<file path="src/rtl/ncr_div.sv">
`default_nettype none

// Pipelined restoring divider, one quotient bit per stage.
// A zero divisor gives a zero quotient.
module ncr_div #(
  parameter int NUM_W = 20,
  parameter int DEN_W = 11
) (
  input  logic             clk,
  input  logic             en,
  input  logic [NUM_W-1:0] num,
  input  logic [DEN_W-1:0] den,
  output logic [NUM_W-1:0] quo
);

  logic [NUM_W-1:0] n_q [NUM_W];
  logic [NUM_W-1:0] q_q [NUM_W];
  logic [DEN_W-1:0] r_q [NUM_W];
  logic [DEN_W-1:0] d_q [NUM_W];

  for (genvar k = 0; k < NUM_W; k++) begin : g_stage
    logic [NUM_W-1:0] n_in;
    logic [NUM_W-1:0] q_in;
    logic [DEN_W-1:0] r_in;
    logic [DEN_W-1:0] d_in;
    logic [DEN_W:0]   trial;
    logic [DEN_W:0]   diff;
    logic             ge;

    if (k == 0) begin : g_first
      assign n_in = num;
      assign q_in = '0;
      assign r_in = '0;
      assign d_in = den;
    end else begin : g_rest
      assign n_in = n_q[k-1];
      assign q_in = q_q[k-1];
      assign r_in = r_q[k-1];
      assign d_in = d_q[k-1];
    end

    assign trial = {r_in, n_in[NUM_W-1]};
    assign diff  = trial - {1'b0, d_in};
    assign ge    = trial >= {1'b0, d_in};

    always_ff @(posedge clk) begin
      if (en) begin
        n_q[k] <= {n_in[NUM_W-2:0], 1'b0};
        q_q[k] <= {q_in[NUM_W-2:0], ge};
        r_q[k] <= ge ? diff[DEN_W-1:0] : trial[DEN_W-1:0];
        d_q[k] <= d_in;
      end
    end
  end

  // The last stage's shifted numerator is spent; only quotient and divisor leave.
  assign quo = (d_q[NUM_W-1] == '0) ? '0 : q_q[NUM_W-1];

endmodule

`default_nettype wire
</file>
<file path="config.mk">
export PLATFORM = sky130hd
export DESIGN_NAME = ncr_div
export DESIGN_NICKNAME = d
export VERILOG_FILES = /design/src/rtl/ncr_div.sv
export SDC_FILE = /design/constraint.sdc
export NUM_CORES = 1
export LEC_CHECK = 0
export ABC_AREA = 1
export ABC_CLOCK_PERIOD_IN_PS = 2200
export BUFFER_PORTS_ARGS = -buffer_cell sky130_fd_sc_hd__buf_2
export CORE_MARGIN = 5
export CORE_UTILIZATION = 30
export DETAILED_ROUTE_END_ITERATION = 8
export GPL_ROUTABILITY_DRIVEN = 0
export HOLD_SLACK_MARGIN = 0.06
export PLACE_DENSITY = 0.5
export SYNTH_ARGS = -nofsm -noshare
export SYNTH_HDL_FRONTEND = slang
export SYNTH_SLANG_ARGS = --single-unit
export TNS_END_PERCENT = 1
</file>
<file path="constraint.sdc">
create_clock -name clk -period 2.2 [get_ports clk]
set_input_delay 0.22 -clock clk [delete_from_list [all_inputs] [get_ports clk]]
set_output_delay 0.22 -clock clk [all_outputs]
set_load 0.05 [all_outputs]
</file>
Yosys cells after proc, flatten, opt, wreduce, memory -nomap -nowiden
Memory sizes are Yosys's and may differ from the RTL's.
Index checks and enable logic that the tools add are counted.
{"block": "word_totals", "ff_bits": 0, "ram_bits": 1220, "output_inout_bits": 20, "wordCells": 68, "n_memories": 4}
{"block": "op_classes", "add_sub_neg": 20, "n_lt_le_gt_ge": 20, "mux": 23, "n_reduce_logical": 1}
{"memory": "q_q", "depth": 20, "word_bits": 20, "rd": 20, "rd_ports_with_merged_regs": 0, "wr": 20, "line": "17", "text": "logic [NUM_W-1:0] q_q [NUM_W];"}
{"memory": "n_q", "depth": 20, "word_bits": 19, "rd": 19, "rd_ports_with_merged_regs": 0, "wr": 20, "line": "16", "text": "logic [NUM_W-1:0] n_q [NUM_W];"}
{"memory": "d_q", "depth": 20, "word_bits": 11, "rd": 20, "rd_ports_with_merged_regs": 0, "wr": 20, "line": "19", "text": "logic [DEN_W-1:0] d_q [NUM_W];"}
{"memory": "r_q", "depth": 20, "word_bits": 11, "rd": 19, "rd_ports_with_merged_regs": 0, "wr": 20, "line": "18", "text": "logic [DEN_W-1:0] r_q [NUM_W];"}
{"op": "$ge 12x11->1", "count": 19}
{"op": "$mux 11", "count": 20}
{"op": "$sub 11x11->11", "count": 19}
{"op": "$mux 20", "count": 1}
{"op": "$ge 1x11->1", "count": 1}
{"op": "$logic_not 11->1", "count": 1}
{"op": "$sub 1x11->11", "count": 1}
{"op": "$mux 1", "count": 2}

Logic depth before layout (Yosys ltp)
Gate-level depths: netlist (run 1).
An unclocked memory read counts as a cell.
{"block": "logic_depth", "depth_word": 3, "depth_mapped": 11, "mapped_depth_nobuf": 11}

Least setup slack after synthesis (run 1)
OpenSTA, ideal clock, no wires.
{"block": "synth_path", "kind": "register to register", "start": "memory d_q[17][0], in the netlist d_q[4][11]", "end": "memory r_q[18][2] (data pin)", "t_arrival_ps": 1632, "setup_slack_ps": 313, "path_stages_with_launch": 10, "path_buffers": 1, "period_less_slack_ps": 1887, "path_cell_list": "edfxtp_1 -> ha_1 -> fa_1 -> inv_1 -> nand3_1 -> nand3_2 -> nand2_2 -> nand4_4 -> buf_8 -> o21ai_1"}
{"element": "from (decl)", "line": "19"}
{"element": "to (decl)", "line": "18"}

==> flow_summary.json, run 1 <==
{
  "critPathMaxFanout": 14,
  "combPwrFrac_pct": 35.2,
  "r2r_cells": 10,
  "fin_nets": 4392,
  "min_path_type": "primary input to flip-flop",
  "p_sw_mw": 21.8,
  "tns_ns": -1.78,
  "critPathRequiredTime_ns": 1.98,
  "endpoint": "quo[14]",
  "synth_ff_type": "edfxtp_1",
  "wl_per_cell_um": 13.7,
  "track_usage_pct": 11.2,
  "r2r_start": "n_q[6][18]$_DFFE_PP_",
  "worstSkewPairLatency_ns": 0.69,
  "cp-start-kind": "flip-flop",
  "syn_inst": 3913,
  "yosysTopAreaCell": "edfxtp_1",
  "crit_arrival_ns": 2.09,
  "clock_sinks": 829,
  "clk_path_buf_depth": 3,
  "hold_slack_ns": 0.241,
  "cp-end-kind": "output port",
  "drc": 0,
  "synthArstFlopShare_pct": 0,
  "grt_pass1_wl_mm": 138,
  "post-dp-hpwl_mm": 62.0,
  "power_density_nw_per_um2": 1240,
  "ir_drop_mv": 0.606,
  "period_minus_slack_ns": 2.31,
  "yosysMostFrequentCell": "nand2_1",
  "grt_max_degree": 94,
  "placementRows": 138,
  "place_ws_ns": -0.0997,
  "finalSetupViolCount": 20,
  "p_sw_share_pct": 35.6,
  "nFillCells": 14200,
  "drive_above_1_share_pct": 17.0,
  "finalNonFillerCells": 6102,
  "drt_iter0_markers": 1469,
  "grt_pass1_vias": 26600,
  "yosysSeqAreaShare_pct": 58.6,
  "pin_count": 53,
  "grt_overflow": 0,
  "r2r_slack_ns": 0.07,
  "initial_core_util_pct": 30.1,
  "insertedDiodeCount": 0,
  "yosys-top-cells-count": "nand2_1, edfxtp_1, inv_1",
  "worst_slew_margin_rel_pct": 66.8,
  "ys_warn_count": 0,
  "p_clk_share_pct": 27.6,
  "status": "finished with violations",
  "synthesis.area_sq_um": 42500,
  "fp.dieH_um": 386,
  "p_leak_nw": 21.2,
  "worstHoldPathCells": 2,
  "multi_input_area_sq_um": 14800,
  "crit_start": "d_q[4][35]$_DFFE_PP_",
  "syn_nets": 4175,
  "max_slew.worst_pin.slew_ns": 0.499,
  "antenna_found_initial": 1,
  "violations": "setup timing",
  "fin_crit_sh_pct": 105,
  "numCtsBuffers": 99,
  "wirelength_mm": 83.5,
  "intPower_mw": 39.4,
  "htree_levels": 3,
  "die_width_um": 386,
  "final_hold_viol_count": 0,
  "critPathKind": "flip-flop to output port",
  "clk_pin_slew_ns": 0.06,
  "syn_area_per_cell_sq_um": 10.9,
  "core-area_sq_um": 141000,
  "antenna_left": 0,
  "num_vias": 26500,
  "register_area_sq_um": 24900,
  "dp.cells": 5887,
  "r2r_end": "r_q[7][2]$_DFFE_PP_",
  "seq_power_share_pct": 37.2,
  "drv_cap": 0,
  "rsz0062_at_grt": "yes",
  "clock-root-buffer": "clkbuf_16",
  "skew_ns": 0.0283,
  "viasPerCell": 4.34,
  "ys_ff_latch": 829,
  "drtPass1Iterations": 5,
  "syn_to_final_growth_pct": 16.4,
  "cts_tree": "yes",
  "synth_edf_count": 829,
  "yosysUniqueCellTypes": 33,
  "clock.fmax_mhz": 433,
  "synth_top_area_share_pct": 58.6,
  "slew_violations": 0,
  "port_buffers": 52,
  "setup_ws_ns": -0.108,
  "p_total_mw": 61.2,
  "die_area_sq_um": 149000,
  "synth_area_leaders": "edfxtp_1, nand2_1, ha_1, inv_1, nand3_2"
}
==> sequential cells by signal, summed over array words and instances (netlist names) <==
signal,flops
n_q,190
q_q,210
d_q,220
r_q,209
==> through the flow <==
| stage | instance area, sq um | util [%] |
|---|---|---|
| 2_1_floorplan | 42500 | - |
| 3_3_place_gp | 45500 | 32.2 |
| 3_5_place_dp | 45500 | 32.2 |
| 4_1_cts | 49300 | 34.9 |
| 5_1_grt | 49500 | 35.0 |
| 6_report | 49500 | 35.0 |
==> cells by family (layout without fill, tap and decap cells) <==
logic type,count (synthesis),count (layout),synth area share (%)
AO/OA/AOI/OAI,170,170,2.37
AND/OR/NAND/NOR,1903,1903,23.8
buffers and inverters,728,1027,7.06
adder cells (fa/ha/maj),229,229,7.06
flip-flops,829,829,58.6
XOR/XNOR,54,54,1.11
==> placed cells by master (no fill, tap or decap), types with 11 or more instances in the layout <==
cell type        n
inv_2           37
or2_1           18
nand3b_1        72
clkinv_1        11
nor2_4          32
nor2_1         143
nor2_2          40
inv_1          652
nand4_4         18
nand4_1        163
buf_4           68
xnor2_1         18
nand3_1        129
nand3_4         27
o21ai_2         28
nand3_2        119
o21ai_1         33
dlygate4sd3_1   32
bufinv_16       16
fa_2            11
and2_1          35
clkbuf_16      101
o21ai_0         33
buf_12          17
edfxtp_1       829
clkbuf_1        23
ha_1           201
nand2_4         16
nand2_1        994
xor2_1          36
buf_2           31
a21oi_2         18
nand2_2         85
a21oi_1         58
==> worst max-delay path: stages, from the launching register on <==
cell	delay [ns]
edfxtp_1	0.40
nor4_4	0.33
nand3_2	0.16
buf_8	0.18
and2_1	0.14
buf_4	0.18
==> final cells by class <==
| cell class | instances | area share, % |
|---|---|---|
| multi-input combinational | 2356 | 30.0 |
| clock inverter | 59 | 1.58 |
| tap | 1890 | 4.78 |
| timing repair buffer | 155 | 2.86 |
| sequential | 829 | 50.3 |
| clock buffer | 124 | 5.28 |
| inverter | 689 | 5.23 |
==> per-layer routing <==
metal  track usage, %  part of all wire [%]
met5                0                     0
met1             14.9                    47
met4             3.96                   2.7
met2             18.6                    47
met3             1.81                   3.4
==> worst min path at each step <==
stage,startpoint,end,slack (ns)
6_report,num[10],n_q[0][10]$_DFFE_PP_,0.24
5_1_grt,num[8],n_q[0][8]$_DFFE_PP_,0.21
4_1_cts,num[12],n_q[0][12]$_DFFE_PP_,0.16
3_5_place_dp,num[12],n_q[0][12]$_DFFE_PP_,0.40
3_3_place_gp,num[11],n_q[0][11]$_DFFE_PP_,0.40
2_1_floorplan,den[0],d_q[0][0]$_DFFE_PP_,0.32
==> power groups by stage <==
stage               registers (mW)  logic, mW  clock network, mW
floorplan                     22.3       17.5                  0
global placement              23.2       21.1                  0
detailed placement            23.1       21.3                  0
CTS                           22.8       21.6               17.6
global route                  23.0       24.6               18.3
finish                        22.8       21.5               16.9
==> what timing repair did <==
action,in CTS,in global routing
pin swaps,2,7
buffers inserted,0,0
hold buffers,32,0
hold endpoints to repair,58,0
gates resized for setup,38,46
setup endpoints to repair,26,158
Power figures use the tool's default switching activity.
==> run 2, diff against run 1 <==
--- a/config.mk
+++ b/config.mk
@@ -5,7 +5,6 @@
 export SDC_FILE = /design/constraint.sdc
 export NUM_CORES = 1
 export LEC_CHECK = 0
-export ABC_AREA = 1
 export ABC_CLOCK_PERIOD_IN_PS = 2200
 export BUFFER_PORTS_ARGS = -buffer_cell sky130_fd_sc_hd__buf_2
 export CORE_MARGIN = 5
==> flow_summary.json, run 2 <==
{
  "yosysTopAreaCell": "edfxtp_1",
  "synth_top_area_share_pct": 64.6,
  "reg.largest.list": "d_q (220), q_q (210), r_q (209)",
  "post-dp-hpwl_mm": 53.4,
  "wirelength_mm": 74.0,
  "initial_core_util_pct": 30.2,
  "register_area_sq_um": 24900,
  "ys_ff_latch": 829,
  "drc": 0,
  "placementRows": 131,
  "final_cell_mix": "edfxtp_1, buf_4, inv_1",
  "worst_slew_margin_rel_pct": 61.5,
  "critPathKind": "flip-flop to flip-flop",
  "synth_edf_count": 829,
  "clk_pin_slew_ns": 0.06,
  "max_slew.worst_pin.slew_ns": 0.576,
  "insertedDiodeCount": 0,
  "min_path_type": "primary input to flip-flop",
  "largest_reg_flops": 220,
  "crit_family": "adder cells",
  "top_register": "d_q",
  "path_buf_inv": 0,
  "synth_area_leaders": "edfxtp_1, ha_1, mux2_2, inv_1, xnor2_1",
  "crit_path_max_incr_delay_ns": 0.41,
  "drv_cap": 0,
  "status": "finished with violations",
  "synthesis.area_sq_um": 38500,
  "grt_max_degree": 56,
  "cp-end-kind": "flip-flop",
  "ys_warn_count": 0,
  "syn_inst": 2725,
  "htree_levels": 3,
  "grt_overflow": 0,
  "worstSkewPairLatency_ns": 0.70,
  "crit_arrival_ns": 2.83,
  "port_buffers": 52,
  "skew_ns": 0.0390,
  "path_cells": "ha_2, fa_2, nand2b_4, a211oi_2, nor2_1, mux2_2, mux2_2",
  "rsz0062_at_grt": "yes",
  "critPathMaxFanout": 3,
  "r2r_slack_ns": -0.19,
  "cp-start-kind": "flip-flop",
  "fin_nets": 3548,
  "final_hold_viol_count": 0,
  "clk_path_buf_depth": 3,
  "crit_path_frequent_cell": "mux2_2",
  "numCtsBuffers": 96,
  "fp.dieH_um": 368,
  "fin_crit_sh_pct": 109,
  "die_width_um": 368,
  "syn_area_per_cell_sq_um": 14.1,
  "num_vias": 22600,
  "critPathRequiredTime_ns": 2.64,
  "antenna_left": 0,
  "multi_input_area_sq_um": 13200,
  "nFillCells": 12100,
  "finalSetupViolCount": 94,
  "power_density_nw_per_um2": 1270,
  "synthArstFlopShare_pct": 0,
  "clock_sinks": 829,
  "slew_violations": 0,
  "die_area_sq_um": 136000,
  "clock-root-buffer": "clkbuf_16",
  "syn_nets": 2987,
  "period_minus_slack_ns": 2.39,
  "pin_count": 53,
  "viasPerCell": 4.51,
  "violations": "setup timing",
  "yosysMostFrequentCell": "edfxtp_1",
  "grt_pass1_wl_mm": 121,
  "track_usage_pct": 10.9,
  "wl_per_cell_um": 14.7,
  "crit_slowest_cell": "edfxtp_1",
  "syn_to_final_growth_pct": 25.8,
  "synth_ff_type": "edfxtp_1",
  "grt_pass1_vias": 23200,
  "ir_drop_mv": 0.735,
  "drtPass1Iterations": 5,
  "p_leak_nw": 18.7,
  "final_util_pct": 38.0,
  "yosysSeqAreaShare_pct": 64.6,
  "cts_tree": "yes",
  "drt_iter0_markers": 1104,
  "yosys-top-cells-count": "edfxtp_1, inv_1, ha_1",
  "clock.fmax_mhz": 418,
  "yosysUniqueCellTypes": 58,
  "final_common_cell": "edfxtp_1",
  "setup_ws_ns": -0.192,
  "core-area_sq_um": 128000,
  "tns_ns": -5.99,
  "drive_above_1_share_pct": 27.6,
  "antenna_found_initial": 0
}
[run 2: cell types whose count changed in the layout (fill, tap and decap cells not counted), moves of 69 or more]
cell	change
nand4_1	-145
inv_1	-362
nand3_1	-88
nand2_2	-85
nand3_2	-109
nand2_1	-937
mux2_2	+141
o21a_1	+97
buf_4	+297
nand3b_1	-69
[run 2: layout make-up]
type                            count  share of cell area (%)
Sequential cell                   829                    51.3
Multi-Input combinational cell   1576                    27.1
Timing Repair Buffer              491                    8.51
Clock buffer                      111                    5.07
Tap cell                         1662                    4.29
Inverter                          292                    2.26
Clock inverter                     61                    1.43
[run 2: stage by stage]
step / worst slack [ns] / instances / area, sq um / total power [mW] / hold slack (ns)
6_report: -0.192 / 5022 / 48500 / 61.7 / 0.224
3_5_place_dp: -0.289 / 4818 / 44200 / 45.2 / 0.399
2_1_floorplan: -0.0346 / 2725 / 38800 / 37.8 / 0.319
4_1_cts: -0.287 / 5022 / 48000 / 61.9 / 0.140
5_1_grt: -0.346 / 5022 / 48500 / 65.9 / 0.181
3_3_place_gp: -0.227 / 4818 / 44200 / 45.0 / 0.397
[run 2: what timing repair did]
action / in CTS / in global routing
hold buffers: 32 / 0
buffers inserted: 0 / 0
setup endpoints to repair: 188 / 210
pin swaps: 6 / 23
hold endpoints to repair: 50 / 0
gates resized for setup: 95 / 139
[run 2: final timing paths]
kind,endpoint,cells after the start,start
max,r_q[9][10]$_DFFE_PP_,7,d_q[2][0]$_DFFE_PP_
min,n_q[0][16]$_DFFE_PP_,2,num[16]
max reg2reg,r_q[9][10]$_DFFE_PP_,7,d_q[2][0]$_DFFE_PP_
min reg2reg,n_q[11][17]$_DFFE_PP_,0,n_q[10][16]$_DFFE_PP_
[run 2: cell families (layout without fill, tap and decap cells)]
kind of cell	after synthesis	in the layout	share of synthesized area, %
DFF	829	829	64.6
and+or+nand+nor	568	568	7.62
AOI/OAI and AO/OA	482	482	8.65
buffers and inverters	320	955	3.42
adders and majority gates	229	229	7.78
muxes	205	205	5.85
xor gates and xnor gates	92	92	2.09
[run 2: per-layer routing]
layer,track usage [%],vias to the layer above,share of wire (%)
met4,4.02,0,3.0
met5,0,-,0
met2,18.7,238,48
met3,2.12,132,3.3
li1,-,11400,-
met1,13.8,10800,45
[run 2: power by group]
part / switching, mW / internal, mW
Combinational: 10.9 / 12.4
Clock: 6.54 / 9.24
Sequential: 1.36 / 21.2
Total: 18.8 / 42.9
